### src/rtl/sticky_modifier_window_cycler_top_assert.svh
// Assertion macros shared by the sticky modifier window cycler modules.
// Needs nothing but a clock and an active-low reset at the point of use.
`ifndef STICKY_MODIFIER_WINDOW_CYCLER_TOP_ASSERT_SVH
`define STICKY_MODIFIER_WINDOW_CYCLER_TOP_ASSERT_SVH

// Same-cycle implication, checked outside reset.
`define SMWC_ASSERT_IMPLY(label, clk, rst_n, ante, cons) \
	label: assert property (@(posedge clk) disable iff (!rst_n) (ante) |-> (cons)) \
		else $error("smwc assertion failed");

// Next-cycle implication, checked outside reset.
`define SMWC_ASSERT_NEXT(label, clk, rst_n, ante, cons) \
	label: assert property (@(posedge clk) disable iff (!rst_n) (ante) |=> (cons)) \
		else $error("smwc assertion failed");

`endif

### src/rtl/smwc_pkg.sv
// Types and constants of the sticky modifier window cycler.
// Used by every module of the block; depends on nothing.
package smwc_pkg;

	// Input kinds.
	localparam logic [2:0] KIND_HOTKEY_PRESS   = 3'd0;
	localparam logic [2:0] KIND_HOTKEY_RELEASE = 3'd1;
	localparam logic [2:0] KIND_KEY            = 3'd2;
	localparam logic [2:0] KIND_LAYER          = 3'd3;
	localparam logic [2:0] KIND_TICK           = 3'd4;

	// Result actions.
	localparam logic [2:0] ACT_KEY         = 3'd0;
	localparam logic [2:0] ACT_ADD_MODS    = 3'd1;
	localparam logic [2:0] ACT_REMOVE_MODS = 3'd2;
	localparam logic [2:0] ACT_HID_PRESS   = 3'd3;
	localparam logic [2:0] ACT_HID_RELEASE = 3'd4;
	localparam logic [2:0] ACT_DISP        = 3'd5;

	// Dispositions.
	localparam logic [1:0] DISP_BUBBLE  = 2'd0;
	localparam logic [1:0] DISP_HANDLED = 2'd1;
	localparam logic [1:0] DISP_OPAQUE  = 2'd2;
	localparam logic [1:0] DISP_NONE    = 2'd3;

	// Configuration register indexes.
	localparam int unsigned CFG_IDX_W  = 8;
	localparam int unsigned CFG_DATA_W = 16;
	localparam logic [CFG_IDX_W-1:0] CFG_TIMEOUT = 8'd0;
	localparam logic [CFG_IDX_W-1:0] CFG_PASS    = 8'd1;

	// Keyboard usages.
	localparam logic [7:0]  SHIFT_MASK   = 8'h22;
	localparam logic [7:0]  PAGE_KEY     = 8'h07;
	localparam logic [15:0] ID_ESC       = 16'h0029;
	localparam logic [15:0] ID_LSHIFT    = 16'h00E1;
	localparam logic [15:0] ID_RSHIFT    = 16'h00E5;
	localparam logic [15:0] ID_MOD_FIRST = 16'h00E0;
	localparam logic [15:0] ID_MOD_LAST  = 16'h00E7;
	localparam logic [15:0] ID_NAV_FIRST = 16'h004F;
	localparam logic [15:0] ID_NAV_LAST  = 16'h0052;

	localparam int unsigned MAX_RESULTS = 5;
	localparam int unsigned CNT_W       = 3;
	localparam int unsigned QUEUE_DEPTH = 2;

	typedef struct packed {
		logic [2:0]  kind;
		logic [7:0]  hotkey_mods;
		logic [7:0]  hid_page;
		logic [15:0] usage_id;
		logic        is_pressed;
		logic [4:0]  layer;
	} in_item_t;

	typedef struct packed {
		logic [2:0]  action;
		logic [7:0]  mods;
		logic [7:0]  out_page;
		logic [15:0] out_id;
		logic        key_state;
		logic [1:0]  disposition;
		logic        last;
	} out_item_t;

	// All results of one input, in order, and how many there are.
	typedef struct packed {
		out_item_t [MAX_RESULTS-1:0] slot;
		logic [CNT_W-1:0]            cnt;
	} plan_t;

endpackage

### src/rtl/sticky_modifier_window_cycler_top.sv
// Top level of the sticky modifier window cycler: front end, plan queue and
// back end. Depends on smwc_pkg and the modules smwc_front, smwc_queue, smwc_back.
//
// Channel  | Direction | Handshake              | Payload
// ---------+-----------+------------------------+-----------------------------------
// in       | input     | in_valid / in_ready    | in_item (smwc_pkg::in_item_t)
// out      | output    | out_valid / out_ready  | out_item (smwc_pkg::out_item_t)
// cfg      | input     | cfg_valid / cfg_ready  | cfg_index (8 bits), cfg_data (16 bits)
//
// An input item is classified and applied to the cycle state in the cycle of its
// transfer; its results (one to five) go into a two-entry plan queue.
// The back end sends one result per cycle from the queue head through an output
// register, unless out_ready stalls it; each result is registered first in a queue
// entry and then in the output register before it appears on the out channel.
// in_ready drops only while both queue entries are full; cfg_ready is always high.
// Reset is asynchronous and active low; it clears the state and config registers.
module sticky_modifier_window_cycler_top #(
	parameter int unsigned TIMER_BITS = 16
) (
	input  logic                            clk,
	input  logic                            arst_n,
	input  logic                            in_valid,
	output logic                            in_ready,
	input  smwc_pkg::in_item_t              in_item,
	output logic                            out_valid,
	input  logic                            out_ready,
	output smwc_pkg::out_item_t             out_item,
	input  logic                            cfg_valid,
	output logic                            cfg_ready,
	input  logic [smwc_pkg::CFG_IDX_W-1:0]  cfg_index,
	input  logic [smwc_pkg::CFG_DATA_W-1:0] cfg_data
);
	import smwc_pkg::*;

	plan_t plan, head;
	logic  full, push, pop, head_valid;

	// Configuration writes are always taken; writes to unknown indexes are dropped.
	assign cfg_ready = 1'b1;

	// A transfer on the input channel needs only a free queue entry.
	assign in_ready = !full;
	assign push     = in_valid && in_ready;

	smwc_front #(
		.TIMER_BITS(TIMER_BITS)
	) u_front (
		.clk      (clk),
		.arst_n   (arst_n),
		.push     (push),
		.item     (in_item),
		.cfg_we   (cfg_valid),
		.cfg_index(cfg_index),
		.cfg_data (cfg_data),
		.plan     (plan)
	);

	smwc_queue u_queue (
		.clk       (clk),
		.arst_n    (arst_n),
		.push      (push),
		.push_plan (plan),
		.full      (full),
		.pop       (pop),
		.head_valid(head_valid),
		.head      (head)
	);

	smwc_back u_back (
		.clk       (clk),
		.arst_n    (arst_n),
		.head_valid(head_valid),
		.head      (head),
		.pop       (pop),
		.out_valid (out_valid),
		.out_ready (out_ready),
		.out_item  (out_item)
	);

endmodule

### src/rtl/smwc_front.sv
// Front end: accepts input items, holds the cycle state and config registers,
// and turns each item into a plan of results. Depends on smwc_pkg.
module smwc_front #(
	parameter int unsigned TIMER_BITS = 16
) (
	input  logic                            clk,
	input  logic                            arst_n,
	input  logic                            push,
	input  smwc_pkg::in_item_t              item,
	input  logic                            cfg_we,
	input  logic [smwc_pkg::CFG_IDX_W-1:0]  cfg_index,
	input  logic [smwc_pkg::CFG_DATA_W-1:0] cfg_data,
	output smwc_pkg::plan_t                 plan
);
	import smwc_pkg::*;
	`include "sticky_modifier_window_cycler_top_assert.svh"

	localparam int unsigned CMP_W = (TIMER_BITS > 16) ? TIMER_BITS : 16;

	logic [15:0]           to_q;
	logic                  pt_q;
	logic                  ca_q, ca_n;
	logic [7:0]            hm_q, hm_n;
	logic [23:0]           hu_q, hu_n;
	logic [31:0]           hk_q, hk_n;
	logic [4:0]            pl_q, pl_n;
	logic                  sd_q, sd_n;
	logic [23:0]           su_q, su_n;
	logic [TIMER_BITS-1:0] ic_q, ic_n, ic_inc;
	logic                  tr_q, tr_n;

	logic [7:0]       hold, tap;
	logic [23:0]      usage;
	logic             is_kp, shift_key, is_mod, is_nav, is_hot, is_esc, sw_hit;
	logic             end_req, esc_tap;
	logic [1:0]       disp;
	logic [CNT_W-1:0] n;

	function automatic out_item_t mk_res(logic [2:0] act, logic [7:0] m, logic [7:0] pg,
			logic [15:0] id, logic ks);
		out_item_t r;
		r = '0;
		r.action    = act;
		r.mods      = m;
		r.out_page  = pg;
		r.out_id    = id;
		r.key_state = ks;
		return r;
	endfunction

	// Timer restarts only outside a press, with a cycle on, no Shift down and a timeout set.
	function automatic logic tmr_run(logic ca, logic pressed, logic sd, logic to_nz);
		return ca && !pressed && !sd && to_nz;
	endfunction

	always_comb begin
		hold      = item.hotkey_mods & ~SHIFT_MASK;
		tap       = item.hotkey_mods & SHIFT_MASK;
		usage     = {item.hid_page, item.usage_id};
		is_kp     = item.hid_page == PAGE_KEY;
		shift_key = is_kp && (item.usage_id == ID_LSHIFT || item.usage_id == ID_RSHIFT);
		is_mod    = is_kp && item.usage_id >= ID_MOD_FIRST && item.usage_id <= ID_MOD_LAST;
		is_nav    = is_kp && item.usage_id >= ID_NAV_FIRST && item.usage_id <= ID_NAV_LAST;
		is_hot    = usage == hu_q;
		is_esc    = is_kp && item.usage_id == ID_ESC;
		sw_hit    = !item.is_pressed && su_q != '0 && usage == su_q;
		ic_inc    = (ic_q == '1) ? ic_q : TIMER_BITS'(ic_q + 1'b1);

		ca_n = ca_q; hm_n = hm_q; hu_n = hu_q; hk_n = hk_q; pl_n = pl_q;
		sd_n = sd_q; su_n = su_q; ic_n = ic_q; tr_n = tr_q;
		plan    = '0;
		n       = '0;
		disp    = DISP_NONE;
		end_req = 1'b0;
		esc_tap = 1'b0;

		// Decide whether this item ends the cycle, and whether Escape is tapped first.
		unique case (item.kind)
			KIND_HOTKEY_PRESS: end_req = ca_q && hm_q != hold;
			KIND_KEY: begin
				if (!sw_hit && ca_q && !shift_key && !is_mod && !is_nav && !is_hot) begin
					end_req = 1'b1;
					esc_tap = item.is_pressed && is_esc;
				end
			end
			KIND_LAYER: end_req = ca_q && !item.is_pressed && item.layer == pl_q;
			KIND_TICK: end_req = tr_q && to_q != '0 && CMP_W'(ic_inc) >= CMP_W'(to_q);
			default: end_req = 1'b0;
		endcase

		if (esc_tap) begin
			plan.slot[n] = mk_res(ACT_HID_PRESS, 8'h00, item.hid_page, item.usage_id, 1'b0);
			n = n + 1'b1;
			plan.slot[n] = mk_res(ACT_HID_RELEASE, 8'h00, item.hid_page, item.usage_id, 1'b0);
			n = n + 1'b1;
		end

		if (end_req && ca_q) begin
			ca_n = 1'b0;
			tr_n = 1'b0;
			if (hk_n != '0) begin
				plan.slot[n] = mk_res(ACT_KEY, hk_n[31:24], hk_n[23:16], hk_n[15:0], 1'b0);
				n = n + 1'b1;
				hk_n = '0;
			end
			if (hm_n != '0) begin
				plan.slot[n] = mk_res(ACT_REMOVE_MODS, hm_n, 8'h00, 16'h0000, 1'b0);
				n = n + 1'b1;
			end
			hm_n = '0;
			sd_n = 1'b0;
		end

		unique case (item.kind)
			KIND_HOTKEY_PRESS: begin
				if (!ca_n) begin
					ca_n = 1'b1;
					hm_n = hold;
					pl_n = item.layer;
					sd_n = 1'b0;
					su_n = '0;
					if (hold != '0) begin
						plan.slot[n] = mk_res(ACT_ADD_MODS, hold, 8'h00, 16'h0000, 1'b0);
						n = n + 1'b1;
					end
				end
				hu_n = usage;
				if (hk_n != '0) begin
					plan.slot[n] = mk_res(ACT_KEY, hk_n[31:24], hk_n[23:16], hk_n[15:0], 1'b0);
					n = n + 1'b1;
				end
				hk_n = {tap, usage};
				plan.slot[n] = mk_res(ACT_KEY, tap, item.hid_page, item.usage_id, 1'b1);
				n = n + 1'b1;
				tr_n = 1'b0;
				disp = DISP_OPAQUE;
			end
			KIND_HOTKEY_RELEASE: begin
				if (hk_n != '0) begin
					plan.slot[n] = mk_res(ACT_KEY, hk_n[31:24], hk_n[23:16], hk_n[15:0], 1'b0);
					n = n + 1'b1;
					hk_n = '0;
				end
				if (tmr_run(ca_n, 1'b0, sd_n, to_q != '0)) begin
					tr_n = 1'b1;
					ic_n = '0;
				end else begin
					tr_n = 1'b0;
				end
				disp = DISP_OPAQUE;
			end
			KIND_KEY: begin
				disp = DISP_BUBBLE;
				priority if (sw_hit) begin
					su_n = '0;
					disp = DISP_HANDLED;
				end else if (!ca_q) begin
					disp = DISP_BUBBLE;
				end else if (shift_key || (!is_mod && (is_nav || is_hot))) begin
					if (shift_key)
						sd_n = item.is_pressed;
					if (tmr_run(ca_n, item.is_pressed, sd_n, to_q != '0)) begin
						tr_n = 1'b1;
						ic_n = '0;
					end else begin
						tr_n = 1'b0;
					end
				end else if (is_mod) begin
					disp = DISP_BUBBLE;
				end else if (esc_tap) begin
					su_n = usage;
					disp = DISP_HANDLED;
				end else if (!item.is_pressed || pt_q) begin
					disp = DISP_BUBBLE;
				end else begin
					su_n = usage;
					disp = DISP_HANDLED;
				end
			end
			KIND_LAYER: disp = DISP_BUBBLE;
			KIND_TICK: begin
				if (tr_q) begin
					if (to_q == '0)
						tr_n = 1'b0;
					else
						ic_n = ic_inc;
				end
				disp = DISP_NONE;
			end
			default: disp = DISP_NONE;
		endcase

		plan.slot[n] = '0;
		plan.slot[n].action      = ACT_DISP;
		plan.slot[n].disposition = disp;
		plan.slot[n].last        = 1'b1;
		plan.cnt = n + 1'b1;
	end

	always_ff @(posedge clk or negedge arst_n) begin
		if (!arst_n) begin
			to_q <= '0;
			pt_q <= 1'b0;
		end else if (cfg_we) begin
			if (cfg_index == CFG_TIMEOUT)
				to_q <= cfg_data[15:0];
			else if (cfg_index == CFG_PASS)
				pt_q <= cfg_data[0];
		end
	end

	always_ff @(posedge clk or negedge arst_n) begin
		if (!arst_n) begin
			ca_q <= 1'b0;
			hm_q <= '0;
			hu_q <= '0;
			hk_q <= '0;
			pl_q <= '0;
			sd_q <= 1'b0;
			su_q <= '0;
			ic_q <= '0;
			tr_q <= 1'b0;
		end else if (push) begin
			ca_q <= ca_n;
			hm_q <= hm_n;
			hu_q <= hu_n;
			hk_q <= hk_n;
			pl_q <= pl_n;
			sd_q <= sd_n;
			su_q <= su_n;
			ic_q <= ic_n;
			tr_q <= tr_n;
		end
	end

	`SMWC_ASSERT_IMPLY(a_idle_holds_nothing, clk, arst_n, !ca_q, hm_q == '0 && hk_q == '0)
	`SMWC_ASSERT_IMPLY(a_timer_needs_cycle, clk, arst_n, tr_q, ca_q)
	`SMWC_ASSERT_NEXT(a_press_starts_cycle, clk, arst_n,
		push && item.kind == KIND_HOTKEY_PRESS, ca_q && !tr_q)

endmodule

### src/rtl/smwc_queue.sv
// Short queue of result plans between the front and the back end.
// Depends on smwc_pkg for the plan type and the queue depth.
module smwc_queue (
	input  logic            clk,
	input  logic            arst_n,
	input  logic            push,
	input  smwc_pkg::plan_t push_plan,
	output logic            full,
	input  logic            pop,
	output logic            head_valid,
	output smwc_pkg::plan_t head
);
	import smwc_pkg::*;

	localparam int unsigned PTR_W = $clog2(QUEUE_DEPTH);

	plan_t            mem_q [QUEUE_DEPTH];
	logic [PTR_W-1:0] wr_q, rd_q;
	logic [PTR_W:0]   cnt_q;

	assign full       = cnt_q == (PTR_W+1)'(QUEUE_DEPTH);
	assign head_valid = cnt_q != '0;
	assign head       = mem_q[rd_q];

	always_ff @(posedge clk) begin
		if (push)
			mem_q[wr_q] <= push_plan;
	end

	always_ff @(posedge clk or negedge arst_n) begin
		if (!arst_n) begin
			wr_q  <= '0;
			rd_q  <= '0;
			cnt_q <= '0;
		end else begin
			if (push)
				wr_q <= (wr_q == PTR_W'(QUEUE_DEPTH - 1)) ? '0 : wr_q + 1'b1;
			if (pop)
				rd_q <= (rd_q == PTR_W'(QUEUE_DEPTH - 1)) ? '0 : rd_q + 1'b1;
			if (push && !pop)
				cnt_q <= cnt_q + 1'b1;
			else if (pop && !push)
				cnt_q <= cnt_q - 1'b1;
		end
	end

endmodule

### src/rtl/smwc_back.sv
// Back end: walks the plan at the queue head and sends one result per cycle,
// unless out_ready stalls it, through a registered output. Depends on smwc_pkg.
module smwc_back (
	input  logic                clk,
	input  logic                arst_n,
	input  logic                head_valid,
	input  smwc_pkg::plan_t     head,
	output logic                pop,
	output logic                out_valid,
	input  logic                out_ready,
	output smwc_pkg::out_item_t out_item
);
	import smwc_pkg::*;
	`include "sticky_modifier_window_cycler_top_assert.svh"

	logic [CNT_W-1:0] idx_q;
	logic             ov_q;
	out_item_t        res_q;
	logic             load, at_end;

	// Load whenever a plan is at the head and the output register is empty or being emptied.
	assign load      = head_valid && (!ov_q || out_ready);
	assign at_end    = idx_q == head.cnt - 1'b1;
	assign pop       = load && at_end;
	assign out_valid = ov_q;
	assign out_item  = res_q;

	always_ff @(posedge clk) begin
		if (load)
			res_q <= head.slot[idx_q];
	end

	always_ff @(posedge clk or negedge arst_n) begin
		if (!arst_n) begin
			ov_q  <= 1'b0;
			idx_q <= '0;
		end else begin
			if (load)
				ov_q <= 1'b1;
			else if (out_ready)
				ov_q <= 1'b0;
			if (load)
				idx_q <= at_end ? '0 : idx_q + 1'b1;
		end
	end

	`SMWC_ASSERT_IMPLY(a_plan_nonempty, clk, arst_n, head_valid, head.cnt != '0)
	`SMWC_ASSERT_IMPLY(a_idx_in_plan, clk, arst_n, head_valid, idx_q < head.cnt)
	`SMWC_ASSERT_IMPLY(a_mid_plan_out_busy, clk, arst_n, idx_q != '0, ov_q)

endmodule
### config.mk
export PLATFORM = sky130hd
export DESIGN_NAME = sticky_modifier_window_cycler_top
export DESIGN_NICKNAME = d
export VERILOG_FILES = /design/src/rtl/smwc_pkg.sv /design/src/rtl/sticky_modifier_window_cycler_top.sv /design/src/rtl/smwc_front.sv /design/src/rtl/smwc_queue.sv /design/src/rtl/smwc_back.sv
export VERILOG_INCLUDE_DIRS = /design/src /design/src/rtl
export SDC_FILE = /design/constraint.sdc
export NUM_CORES = 1
export LEC_CHECK = 0
export ABC_CLOCK_PERIOD_IN_PS = 20000
export BUFFER_PORTS_ARGS = -buffer_cell sky130_fd_sc_hd__buf_2
export CORE_MARGIN = 2
export CORE_UTILIZATION = 50
export DETAILED_ROUTE_END_ITERATION = 12
export GPL_ROUTABILITY_DRIVEN = 0
export PLACE_DENSITY_LB_ADDON = 0.08
export SLEW_MARGIN = 20
export SYNTH_ARGS = -nofsm -noshare
export SYNTH_HDL_FRONTEND = slang
export SYNTH_SLANG_ARGS = --single-unit
### constraint.sdc
create_clock -name clk -period 20 [get_ports clk]
set_input_delay 4 -clock clk [delete_from_list [all_inputs] [get_ports clk]]
set_output_delay 4 -clock clk [all_outputs]
set_load 0.05 [all_outputs]
==> run_results.csv <==
group,metric,value,unit
yosys,synth_nets,2364,
clock_network,ctsRootBufferMaster,"clkbuf_16",
floorplanning,ios,112,
timing,setup_viol,0,
route,drtIter0Drc,2072,
global_route,grt_pass1_vias,18900,
route,ant_nets,0,
yosys,synth_area,27700,sq um
global_route,grt_pass1_wl,118000,um
setup_path,crit-reg2reg-capture,"u_queue.mem_q[1][70]",
global_route,overflow,0,
floorplanning,die-area,57200,sq um
final_layout,n_antenna_cell,0,
run,maxCapViolCount,0,
route,vias,19400,
setup_path,path_max_fanout,26,
setup_path,worstPathArrival,11.15,ns
timing,layout_min_cycle_time,10.68,ns
yosys,async_flop_share,24.4,%
floorplanning,num_rows,86,
power,power.density,149,nW/um^2
timing,maxSlewViolCount,0,
worst_hold_path,min_from,"u_back.out_valid",
route,wire_per_inst,25.9,um
final_layout,nNetsFinal,2382,
yosys,yosys-top-cells-count,"425 x edfxtp_1, 265 x nand2_1, 163 x nor2_1",
clock_network,ctsResizeCount,0,
clock_network,cts.sinks,562,
yosys,ys.warnings.count,0,
yosys,ys_ff_latch,562,
yosys,synth_top_area_share,46.1,%
route,firstDrtPassIters,6,
yosys,synth_compound_area_share,12.7,%
floorplanning,die_x,239,um
placed_design,dp_hpwl,50200,um
run_status,status,"complete, no violations",
yosys,synthMuxAreaShare,8.41,%
clock_network,cts_max_path_buffers,3,
clock_network,clkSlewWorstSetupHoldPaths,0.06,ns
placed_design,portBuffers,110,
yosys,yosys.area.top_type,"edfxtp_1",
final_layout,multiInputGateArea,10500,sq um
setup_path,worstPathRequired,20.47,ns
final_layout,drive_above_1_share,17.9,%
clock_network,cts_hold_buf,0,
yosys,synth.distinct_cells,94,
setup_path,reg2regPathDepth,27,
floorplanning,start_util,50.4,%
timing,worst_pin_slew,1.11,ns
timing,max_freq,0.0936,GHz
clock_network,numCtsBuffers,59,
setup_path,cp-start-kind,"primary input",
timing,grt_setup_unrepaired,"no",
setup_path,endpoint_kind,"flop",
setup_path,reg2reg_from,"u_front.ic_q[0]",
global_route,grt.total_usage,27.5,%
timing,hold_viol_final,0,
yosys,synth_fa_ha_area_share,1.27,%
route,drc,0,
clock_network,cts_setup_buffers,0,
clock_network,htree_levels,2,
clock_network,clk_latency,0.64,ns
worst_hold_path,hp-class,"flop to flop",
route,via_per_inst,6.40,
yosys,synth_edf_count,425,
timing,fin_skew,0.0280,ns
timing,slew-limit-headroom,25.5,%
worst_hold_path,holdPathEnd,"u_back.out_valid",
yosys,ys.flop_type,"edfxtp_1",
final_layout,seq_area,16200,sq um
floorplanning,core_area,54900,sq um
final_layout,nFillCells,4596,
yosys,synth_xor_area_share,2.63,%
route,routed_wl,78700,um
yosys,yosysMostFrequentCell,"edfxtp_1",
floorplanning,dieHeight,239,um
global_route,antenna_found_initial,0,
final_layout,synthToLayoutAreaGrowth,10.1,%
timing,tns,0,ns
timing,whs,0.496,ns
yosys,synthTopCellsByArea,"edfxtp_1 46%, dfrtp_1 12%, mux4_2 6.1%, nand2_1 3.6%, nor2_1 2.2%",
yosys,synth_top_family_by_area,"compound AO/OA/AOI/OAI gates",
power,peakVddDrop,0.0000917,V
global_route,grt_max_degree,82,
yosys,synth_simple_gate_area_share,12.6,%
setup_path,r2r_slack,11.26,ns
yosys,synthCells,2266,
yosys,yosysSeqAreaShare,58.5,%
yosys,postSynthAreaPerCell,12.2,sq um
worst_hold_path,holdPathStages,2,
clock_network,cts_tree,"built",
power,p_leak,0.0114,uW
setup_path,crit_type,"primary input to flop",
timing,fin_crit_sh,53.4,%
==> final cells by class <==
class / count / share of cell area, %
clock buffer: 84 / 5.38
clock inverter: 25 / 0.780
inverter: 69 / 0.850
multi-input combinational: 1451 / 34.3
sequential: 562 / 53.1
tap: 704 / 2.89
timing repair buffer: 141 / 2.60
==> worst max-delay path: stages <==
cell	delay (ns)
buf_2	0.29
nor2_1	0.24
nand2_1	0.27
or3_1	0.49
a21o_1	0.21
o21ai_2	0.71
o211ai_2	0.23
mux2i_4	0.34
inv_2	0.09
ha_1	0.36
nor2_1	0.12
a21oi_1	0.06
ha_1	0.32
o41ai_1	0.41
a221o_2	0.27
nor2_1	0.07
ha_1	0.26
or4_1	0.60
o211ai_1	0.27
nand4b_1	0.63
nor2b_1	0.55
a32o_1	0.31
==> layout by cell type, fill, tap and decap left out, types with 39 or more instances in the layout <==
master,count
buf_2,109
nand2_1,265
and2_1,48
inv_1,63
o21ai_0,96
xnor2_1,48
nor2_1,158
a21oi_1,95
a22oi_1,74
mux2_2,44
dfrtp_1,134
clkbuf_16,59
edfxtp_1,425
a221oi_1,45
mux4_2,75
nor4_1,39
nand3_1,49
==> report_power, final <==
part / internal, uW / switching (uW) / total, uW
logic: 563 / 1020 / 1590
clock network: 609 / 460 / 1070
registers: 1660 / 225 / 1890
==> kinds of logic after synthesis <==
kind of cell | after synthesis
mux | 132
other cells | 1
compound gates | 497
xor+xnor | 83
simple gates | 710
flops | 562
fa+ha+maj | 28
buf+inv | 253
==> per-stage QoR <==
step / instances / instance area, sq um / utilization (%) / total power, uW / worst slack (ns)
global placement: 2927 / 28600 / 52.1 / 3460 / 8.82
floorplan: 2266 / 27700 / - / 3040 / 7.01
global route: 3036 / 30500 / 55.5 / 4760 / 8.95
finish: 3036 / 30500 / 55.5 / 4540 / 9.32
CTS: 3036 / 30500 / 55.5 / 4560 / 9.24
detailed placement: 2927 / 28600 / 52.1 / 3480 / 8.58
==> state kept, by name, summed over array words and instances, names as in the netlist, 5 cells and up <==
register and cells:
u_back.out_item 39, u_front.pl_q 5, u_front.su_q 24, u_front.hk_q 32, u_front.hm_q 8, u_front.ic_q 16
u_queue.mem_q 386, u_front.to_q 16, u_front.hu_q 24
==> per-layer routing <==
| layer | GRT usage (%) | part of all wire, % |
|---|---|---|
| met5 | 0 | 0 |
| met3 | 5.06 | 9.1 |
| met2 | 41.7 | 46 |
| met1 | 40.6 | 43 |
| met4 | 8.05 | 2.7 |
==> how the worst max path moves through the flow <==
| stage | start | end | slack [ns] | cells after the start |
|---|---|---|---|---|
| after global routing | in_item[38] | u_queue.mem_q[1][70] | 8.95 | 22 |
| after global placement | in_item[38] | u_queue.mem_q[0][77] | 8.82 | 24 |
| final | in_item[38] | u_queue.mem_q[1][70] | 9.32 | 22 |
| after detailed placement | in_item[38] | u_queue.mem_q[1][70] | 8.58 | 21 |
| after floorplan | in_valid | u_queue.mem_q[0][0] | 7.01 | 2 |
| after CTS | in_item[38] | u_queue.mem_q[1][70] | 9.24 | 21 |
Power figures use the tool's default switching activity.
